==> src/design/rpc_pkg.sv <==
// shared types, register map and reset values for the rc pulse capture block
package rpc_pkg;

  localparam int CHANNELS_DEFAULT = 4;

  localparam int CAP_W   = 16;
  localparam int VAL_W   = 12;
  localparam int TICK_W  = 8;
  localparam int PORT_W  = 2;
  localparam int ADDR_W  = 5;
  localparam int DATA_W  = 32;
  localparam int IDX_W   = 3;

  localparam logic [TICK_W-1:0] TIMEOUT_RESET  = 8'd5;
  localparam logic [VAL_W-1:0]  MIN_RESET      = 12'd900;
  localparam logic [VAL_W-1:0]  MAX_RESET      = 12'd2050;
  localparam logic [VAL_W-1:0]  THROTTLE_RESET = 12'd1000;
  localparam logic [VAL_W-1:0]  CENTER_RESET   = 12'd1500;
  localparam logic [PORT_W-1:0] THR_CH_RESET   = 2'd1;

  typedef enum logic [IDX_W-1:0] {
    REG_TIMEOUT_TICKS    = 3'd0,
    REG_MIN_ACCEPT       = 3'd1,
    REG_MAX_ACCEPT       = 3'd2,
    REG_THROTTLE_DEFAULT = 3'd3,
    REG_CENTER_DEFAULT   = 3'd4,
    REG_THROTTLE_CHANNEL = 3'd5
  } reg_idx_t;

  typedef enum logic {
    OP_CAPTURE = 1'b0,
    OP_TICK    = 1'b1
  } opcode_t;

  typedef struct packed {
    logic [TICK_W-1:0] timeout_ticks;
    logic [VAL_W-1:0]  min_accept;
    logic [VAL_W-1:0]  max_accept;
    logic [VAL_W-1:0]  throttle_default;
    logic [VAL_W-1:0]  center_default;
    logic [PORT_W-1:0] throttle_channel;
  } cfg_t;

  typedef struct packed {
    logic             opcode;
    logic [CAP_W-1:0] capture_time;
  } in_word_t;

  typedef struct packed {
    logic              stored;
    logic [PORT_W-1:0] written_channel;
    logic [VAL_W-1:0]  width_us;
    logic [PORT_W-1:0] mux_select;
    logic              timed_out;
    logic              await_rising;
  } out_word_t;

endpackage

==> src/design/rpc_cfg_regs.sv <==
// apb configuration register file
module rpc_cfg_regs (
  input  logic                         clk,
  input  logic                         rst,
  input  logic                         psel,
  input  logic                         penable,
  input  logic                         pwrite,
  input  logic [rpc_pkg::ADDR_W-1:0]   paddr,
  input  logic [rpc_pkg::DATA_W-1:0]   pwdata,
  output logic [rpc_pkg::DATA_W-1:0]   prdata,
  output logic                         pready,
  output rpc_pkg::cfg_t                cfg
);

  rpc_pkg::reg_idx_t idx;

  assign idx    = rpc_pkg::reg_idx_t'(paddr[rpc_pkg::ADDR_W-1:2]);
  assign pready = 1'b1;

  always_ff @(posedge clk) begin
    if (rst) begin
      cfg.timeout_ticks    <= rpc_pkg::TIMEOUT_RESET;
      cfg.min_accept       <= rpc_pkg::MIN_RESET;
      cfg.max_accept       <= rpc_pkg::MAX_RESET;
      cfg.throttle_default <= rpc_pkg::THROTTLE_RESET;
      cfg.center_default   <= rpc_pkg::CENTER_RESET;
      cfg.throttle_channel <= rpc_pkg::THR_CH_RESET;
    end else if (psel && penable && pwrite) begin
      unique case (idx)
        rpc_pkg::REG_TIMEOUT_TICKS:    cfg.timeout_ticks    <= pwdata[rpc_pkg::TICK_W-1:0];
        rpc_pkg::REG_MIN_ACCEPT:       cfg.min_accept       <= pwdata[rpc_pkg::VAL_W-1:0];
        rpc_pkg::REG_MAX_ACCEPT:       cfg.max_accept       <= pwdata[rpc_pkg::VAL_W-1:0];
        rpc_pkg::REG_THROTTLE_DEFAULT: cfg.throttle_default <= pwdata[rpc_pkg::VAL_W-1:0];
        rpc_pkg::REG_CENTER_DEFAULT:   cfg.center_default   <= pwdata[rpc_pkg::VAL_W-1:0];
        rpc_pkg::REG_THROTTLE_CHANNEL: cfg.throttle_channel <= pwdata[rpc_pkg::PORT_W-1:0];
        default: ;
      endcase
    end
  end

  always_comb begin
    prdata = '0;
    unique case (idx)
      rpc_pkg::REG_TIMEOUT_TICKS:    prdata = rpc_pkg::DATA_W'(cfg.timeout_ticks);
      rpc_pkg::REG_MIN_ACCEPT:       prdata = rpc_pkg::DATA_W'(cfg.min_accept);
      rpc_pkg::REG_MAX_ACCEPT:       prdata = rpc_pkg::DATA_W'(cfg.max_accept);
      rpc_pkg::REG_THROTTLE_DEFAULT: prdata = rpc_pkg::DATA_W'(cfg.throttle_default);
      rpc_pkg::REG_CENTER_DEFAULT:   prdata = rpc_pkg::DATA_W'(cfg.center_default);
      rpc_pkg::REG_THROTTLE_CHANNEL: prdata = rpc_pkg::DATA_W'(cfg.throttle_channel);
      default:                       prdata = '0;
    endcase
  end

endmodule

==> src/design/rpc_engine.sv <==
// edge timing, width check, stall timeout and channel sequencing
module rpc_engine #(
  parameter int CHANNELS = rpc_pkg::CHANNELS_DEFAULT
) (
  input  logic               clk,
  input  logic               rst,
  input  logic               advance,
  input  rpc_pkg::in_word_t  word,
  input  rpc_pkg::cfg_t      cfg,
  output rpc_pkg::out_word_t res
);

  localparam int ChW  = $clog2(CHANNELS);
  localparam int CmpW = (ChW > rpc_pkg::PORT_W) ? ChW : rpc_pkg::PORT_W;
  localparam logic [ChW-1:0] LastCh = ChW'(CHANNELS - 1);

  logic [ChW-1:0]             cur_ch, cur_ch_next, last_ch, last_ch_next, inc_ch;
  logic                       rising, rising_next;
  logic [rpc_pkg::CAP_W-1:0]  pulse_start, pulse_start_next, diff;
  logic [rpc_pkg::TICK_W-1:0] stall, stall_next;
  logic [rpc_pkg::CAP_W-2:0]  width;
  logic                       fits, is_throttle;

  assign inc_ch      = (cur_ch == LastCh) ? '0 : cur_ch + 1'b1;
  assign diff        = word.capture_time - pulse_start;
  assign width       = diff[rpc_pkg::CAP_W-1:1];
  assign fits        = (width <= (rpc_pkg::CAP_W-1)'(cfg.max_accept)) &&
                       (width >  (rpc_pkg::CAP_W-1)'(cfg.min_accept));
  assign is_throttle = CmpW'(cur_ch) == CmpW'(cfg.throttle_channel);

  always_comb begin
    cur_ch_next      = cur_ch;
    last_ch_next     = last_ch;
    rising_next      = rising;
    pulse_start_next = pulse_start;
    stall_next       = stall;
    res              = '0;
    if (word.opcode == rpc_pkg::OP_CAPTURE) begin
      if (rising) begin
        pulse_start_next = word.capture_time;
        rising_next      = 1'b0;
      end else begin
        rising_next = 1'b1;
        if (fits) begin
          res.stored          = 1'b1;
          res.written_channel = rpc_pkg::PORT_W'(cur_ch);
          res.width_us        = width[rpc_pkg::VAL_W-1:0];
          cur_ch_next         = inc_ch;
        end
      end
    end else begin
      if (last_ch != cur_ch) begin
        stall_next   = '0;
        last_ch_next = cur_ch;
      end else begin
        stall_next = stall + 1'b1;
        if (stall_next > cfg.timeout_ticks) begin
          res.stored          = 1'b1;
          res.timed_out       = 1'b1;
          res.written_channel = rpc_pkg::PORT_W'(cur_ch);
          res.width_us        = is_throttle ? cfg.throttle_default : cfg.center_default;
          cur_ch_next         = inc_ch;
          rising_next         = 1'b1;
        end
      end
    end
    res.mux_select   = rpc_pkg::PORT_W'(cur_ch_next);
    res.await_rising = rising_next;
  end

  always_ff @(posedge clk) begin
    if (rst) begin
      cur_ch      <= '0;
      last_ch     <= '0;
      rising      <= 1'b1;
      pulse_start <= '0;
      stall       <= '0;
    end else if (advance) begin
      cur_ch      <= cur_ch_next;
      last_ch     <= last_ch_next;
      rising      <= rising_next;
      pulse_start <= pulse_start_next;
      stall       <= stall_next;
    end
  end

  a_timeout_stores: assert property (@(posedge clk) disable iff (rst)
    advance && res.timed_out |-> res.stored)
    else $error("timeout without a store");

  a_width_in_window: assert property (@(posedge clk) disable iff (rst)
    advance && res.stored && !res.timed_out |->
      res.width_us > cfg.min_accept && res.width_us <= cfg.max_accept)
    else $error("stored width outside acceptance window");

  a_no_store_zero: assert property (@(posedge clk) disable iff (rst)
    advance && !res.stored |-> res.width_us == '0 && res.written_channel == '0)
    else $error("fields set without a store");

  a_rising_arms: assert property (@(posedge clk) disable iff (rst)
    advance && word.opcode == rpc_pkg::OP_CAPTURE && rising |=> !rising)
    else $error("rising capture did not arm falling edge");

endmodule

==> src/design/rc_pulse_capture_with_timeout_core.sv <==
// top level: input register, capture engine, result register and config port
// Measures rc receiver pulse widths on one shared capture pin. Every word, capture or tick,
// yields one result word. Each word is held in the input register and is evaluated by the
// engine into the result register when that register is free or being taken, so one word
// can be taken every cycle while results are taken. Configuration is to be written over
// apb by the user only while idle; the block itself does not enforce it.
module rc_pulse_capture_with_timeout_core #(
  parameter int CHANNELS = rpc_pkg::CHANNELS_DEFAULT
) (
  input  logic                         clk,
  input  logic                         rst,
  input  logic                         in_valid,
  output logic                         in_ready,
  input  rpc_pkg::in_word_t            in_word,
  output logic                         out_valid,
  input  logic                         out_ready,
  output rpc_pkg::out_word_t           out_word,
  input  logic                         psel,
  input  logic                         penable,
  input  logic                         pwrite,
  input  logic [rpc_pkg::ADDR_W-1:0]   paddr,
  input  logic [rpc_pkg::DATA_W-1:0]   pwdata,
  output logic [rpc_pkg::DATA_W-1:0]   prdata,
  output logic                         pready
);

  rpc_pkg::cfg_t      cfg;
  rpc_pkg::in_word_t  in_q;
  rpc_pkg::out_word_t res;
  logic               in_q_valid, advance;

  assign advance  = in_q_valid && (!out_valid || out_ready);
  assign in_ready = !in_q_valid || advance;

  rpc_cfg_regs u_cfg (
    .clk     (clk),
    .rst     (rst),
    .psel    (psel),
    .penable (penable),
    .pwrite  (pwrite),
    .paddr   (paddr),
    .pwdata  (pwdata),
    .prdata  (prdata),
    .pready  (pready),
    .cfg     (cfg)
  );

  rpc_engine #(.CHANNELS(CHANNELS)) u_engine (
    .clk     (clk),
    .rst     (rst),
    .advance (advance),
    .word    (in_q),
    .cfg     (cfg),
    .res     (res)
  );

  always_ff @(posedge clk) begin
    if (rst) begin
      in_q_valid <= 1'b0;
      out_valid  <= 1'b0;
    end else begin
      if (in_valid && in_ready) begin
        in_q_valid <= 1'b1;
      end else if (advance) begin
        in_q_valid <= 1'b0;
      end
      if (advance) begin
        out_valid <= 1'b1;
      end else if (out_ready) begin
        out_valid <= 1'b0;
      end
    end
  end

  always_ff @(posedge clk) begin
    if (in_valid && in_ready) begin
      in_q <= in_word;
    end
    if (advance) begin
      out_word <= res;
    end
  end

endmodule

==> config.mk <==
export PLATFORM = sky130hd
export DESIGN_NAME = rc_pulse_capture_with_timeout_core
export DESIGN_NICKNAME = d
export VERILOG_FILES = /design/src/design/rpc_pkg.sv /design/src/design/rpc_cfg_regs.sv /design/src/design/rpc_engine.sv /design/src/design/rc_pulse_capture_with_timeout_core.sv
export SDC_FILE = /design/constraint.sdc
export NUM_CORES = 1
export LEC_CHECK = 0
export BUFFER_PORTS_ARGS = -buffer_cell sky130_fd_sc_hd__buf_4
export CAP_MARGIN = 15
export CORE_MARGIN = 2
export CORE_UTILIZATION = 25
export CTS_BUF_LIST = sky130_fd_sc_hd__clkbuf_4 sky130_fd_sc_hd__clkbuf_8
export DETAILED_ROUTE_END_ITERATION = 8
export HOLD_SLACK_MARGIN = 0.02
export PLACE_DENSITY_LB_ADDON = 0.2
export SLEW_MARGIN = 20
export SYNTH_ARGS = -nofsm -noshare
export SYNTH_HDL_FRONTEND = slang
export SYNTH_SLANG_ARGS = --single-unit
==> constraint.sdc <==
create_clock -name clk -period 7.1 [get_ports clk]
set_input_delay 0.71 -clock clk [delete_from_list [all_inputs] [get_ports clk]]
set_output_delay 0.71 -clock clk [all_outputs]
set_load 0.01 [all_outputs]
==> flow_metrics.env <==
export IMPL_cpMostUsedCell="a21oi_1"
export IMPL_post_synth_main_area_contributors="dfxtp_1, edfxtp_1, ha_1, nand2_1, a21oi_1"
export IMPL_clock_sinks=125
export IMPL_worstPathRequired_ns=7.37
export IMPL_max_stage_delay_ns=0.60
export IMPL_cts_buffers_inserted=17
export IMPL_min_to="in_q[3]$_DFFE_PP_"
export IMPL_syn_area_um2=6980
export IMPL_grt_first_pass_wirelength_mm=30.2
export IMPL_via_total_after_detailed_routing=5470
export IMPL_slew_violations=0
export IMPL_design_core_area_um2=27600
export IMPL_critPathSlowestCell="nor2_1"
export IMPL_number_of_failing_hold_endpoints_at_the_final_stage=0
export IMPL_grt_most_used_layer="met2"
export IMPL_final_period_minus_worst_setup_slack_ns=4.70
export IMPL_timing_rr_end="out_word[7]$_DFFE_PP_"
export IMPL_initialDrtViolationCount=333
export IMPL_clock_power_share=0.387
export IMPL_reg2reg_setup_slack_ns=2.40
export IMPL_wl_mm=19.3
export IMPL_reg2reg_depth=18
export IMPL_hold_path_class="input pin to register"
export IMPL_post_synth_fa_ha_maj_area_fraction=0.0889
export IMPL_synth_area_leader_cell="dfxtp_1"
export IMPL_layout_stage_area_growth_over_the_synthesis_result_pct=17.4
export IMPL_synth_area_in_compound_gates=0.178
export IMPL_fp_dieArea_um2=29300
export IMPL_detailed_place_hpwl_mm=14.0
export IMPL_synth_seq_area_share=0.410
export IMPL_timing_critical_path_max_delay_family="compound AO/OA/AOI/OAI gates"
export IMPL_synth_top_cell_area_share=0.255
export IMPL_yosys_area_share_xor_xnor=0.0263
export IMPL_static_leakage_power_nw=3.20
export IMPL_critical_path_endpoint_type="register"
export IMPL_post_layout_utilization_of_the_core=0.297
export IMPL_maxSlewHeadroom=0.323
export IMPL_floorplan_die_width_um=171
export IMPL_clock_tree_htree_level_count=4
export IMPL_post_synth_num_cell_types=62
export IMPL_startpoint_of_the_lowest_slack_hold_path="in_word[3]"
export IMPL_core_rowCount=61
export IMPL_cell_chain_critical_path="inv_1 > fa_1 > nor2b_1 > o211ai_1 > a21oi_1 > a21oi_1 > nor2b_1 > o21ai_0 > a21boi_0 > ha_1 > a21oi_1 > a21boi_0 > o21ai_0 > a31oi_1 > a211oi_2 > nand2_2 > nor2_1 > o2bb2ai_1"
export IMPL_postCtsSetupBuffers=0
export IMPL_comb_power_share=0.147
export IMPL_power_density_over_the_cells_nw_per_um2=200
export IMPL_max_cap_viol_count=0
export IMPL_crit_path_max_fanout=11
export IMPL_cp_data_arrival_time_ns=4.96
export IMPL_postSynthCellCount=782
export IMPL_post_synth_cell_area_avg_um2=8.93
export IMPL_drt_drc_violations_left=0
export IMPL_first_global_vias=5240
export IMPL_grt_total_usage=0.137
export IMPL_rsz0062_at_grt="false"
export IMPL_clkSlewWorstSetupHoldPaths_ns=0.08
export IMPL_setup_skew_after_layout_ns=0.0145
export IMPL_clkLatencyLatePin_ns=0.45
export IMPL_layout_fillers=2996
export IMPL_fin_worst_hold_slack_ns=0.428
export IMPL_post_cts_sizing_count=0
export IMPL_synth_simple_area_share=0.171
export IMPL_peakVddDrop_mv=0.119
export IMPL_cts_root_buf="clkbuf_8"
export IMPL_gr_usage_met2=0.212
export IMPL_synth_mux_area_fraction=0.0556
export IMPL_timing_rr_start="in_q[1]$_DFFE_PP_"
export IMPL_final_nets=949
export IMPL_antenna_violating_nets_post_route=0
export IMPL_number_of_synthesized_flops_with_an_enable_pin=36
export IMPL_cts_tree="built"
export IMPL_die_height_um=171
export IMPL_synth_top_cells_by_count="nand2_1, dfxtp_1, a21oi_1"
export IMPL_netSwitchingFraction=0.279
export IMPL_multi_input_area_um2=3720
export IMPL_power_net_switching_mw=0.457
export IMPL_gp_congestion=0.814
export IMPL_grt_remaining_overflow=0
export IMPL_grt_antenna_before_repair=0
export IMPL_fin_setup_tns_ns=0
export IMPL_global_route_usage_met3=0.0275
export IMPL_initial_core_util=0.253
export IMPL_run_status="completed"
export IMPL_hold_depth=1
export IMPL_cp_num_buf_inv=1
export IMPL_globalRouteMet1Util=0.194
export IMPL_port_buffers=71
export IMPL_pin_count=115
export IMPL_cts_hold_buffers_added=0
export IMPL_timing_critical_path_from_type="register"
export IMPL_drtPass1Iterations=4
export IMPL_layout_drive_gt1_share=0.147
export IMPL_worst_slew_pin_slew_ns=1.02
export IMPL_synth_flop_type="dfxtp_1"
export IMPL_insertedDiodeCount=0
export IMPL_power_report_internal_total_mw=1.18
export IMPL_combinational_family_with_the_most_area_after_synthesis="compound AO/OA/AOI/OAI gates"
export IMPL_synth_seq_cells=125
export IMPL_area_sequential_um2=2860
export IMPL_avgViaCountPerCell=4.45
export IMPL_clock_tree_buffer_depth=2
export IMPL_wire_per_inst_um=15.7
export IMPL_power_frac_seq=0.465
export IMPL_timing_final_crit_share=0.661
export IMPL_worstSetupPathType="register to register"
export IMPL_postSynth_asyncResetShare=0
export IMPL_grt_start_max_net_pins=92
export IMPL_synth_most_common_cell="nand2_1"
export IMPL_finalSetupViolations=0
export IMPL_fmaxAchievable_mhz=213
export IMPL_synth_yosys_warnings=0
## per-layer routing
metal	up-vias	wire, um
met5	-	0
met1	2550	9290
met2	104	8770
met3	11	1080
li1	2805	-
met4	0	129
## power by group through the flow
stage	Clock, mW	Sequential, mW	Combinational, mW
after floorplan	0	0.777	0.166
after global placement	0	0.779	0.244
after detailed placement	0	0.779	0.244
after CTS	0.657	0.763	0.244
after global routing	0.692	0.764	0.273
final	0.635	0.762	0.241
## kinds of logic after synthesis
| kind of cell | Yosys count |
|---|---|
| fa+ha+maj | 49 |
| other cells | 2 |
| buf+inv | 106 |
| mux | 36 |
| xor+xnor | 21 |
| compound gates | 185 |
| flops | 125 |
| simple gates | 258 |
## worst register-to-register path, delay by kind of cell (launching register included)
kind / cells / cell delay [ns]
AO/OA/AOI/OAI: 11 / 2.19
flip-flops: 1 / 0.38
AND/OR/NAND/NOR: 4 / 1.03
buffers and inverters: 1 / 0.07
adder cells (fa/ha/maj): 2 / 0.83
## stage by stage
stage          cells  setup slack (ns)  instance area [um^2]  total power, mW
5_1_grt         1230              1.95                  8200             1.73
3_3_place_gp    1198              2.36                  7800             1.02
6_report        1230              2.40                  8200             1.64
2_1_floorplan    801              3.33                  7050            0.943
3_5_place_dp    1198              2.35                  7800             1.02
4_1_cts         1230              2.31                  8200             1.66
## worst max-delay path by stage
| stage | start | to | depth (start not counted) |
|---|---|---|---|
| floorplan | in_q[1]$_DFFE_PP_ | out_word[2]$_DFFE_PP_ | 18 |
| global placement | in_q[1]$_DFFE_PP_ | out_word[11]$_DFFE_PP_ | 18 |
| detailed placement | in_q[1]$_DFFE_PP_ | out_word[10]$_DFFE_PP_ | 18 |
| CTS | in_q[1]$_DFFE_PP_ | out_word[10]$_DFFE_PP_ | 18 |
| global route | in_q[1]$_DFFE_PP_ | out_word[10]$_DFFE_PP_ | 18 |
| finish | in_q[1]$_DFFE_PP_ | out_word[7]$_DFFE_PP_ | 18 |
## cells in the final DEF, fill, tap and decap left out, drive strengths merged, types with 4 or more instances in the layout
cell type	n
or2	4
a211o	18
and2	6
clkinvlp	4
nor3	9
nand3b	8
xor2	8
o2bb2ai	12
nor2b	22
ha	48
a22oi	15
edfxtp	36
a21oi	78
conb	21
o21a	5
nand3	11
buf	74
clkbuf	22
xnor2	13
dfxtp	89
mux2i	32
o21ai	15
inv	52
nand2	127
nor2	47
and3	11
a21o	6
o22ai	11
nand2b	5
nand4	4
a211oi	4
## flip-flops by register name (all words and copies together) (netlist names)
| signal | count |
|---|---|
| u_engine.stall | 8 |
| u_engine.last_ch | 2 |
| u_engine.pulse_start | 16 |
| in_q | 17 |
| in_q_valid | 1 |
| u_engine.rising | 1 |
| out_valid | 1 |
| u_cfg.cfg | 58 |
| out_word | 19 |
| u_engine.cur_ch | 2 |
## area by class of cell
| class | count | area share |
|---|---|---|
| clock inverter | 10 | 0.0140 |
| timing repair buffer | 74 | 0.0678 |
| clock buffer | 22 | 0.0339 |
| sequential | 125 | 0.349 |
| tap | 378 | 0.0577 |
| multi-input combinational | 570 | 0.454 |
| inverter | 51 | 0.0234 |
Note: power is estimated with default switching activity, not from simulation.
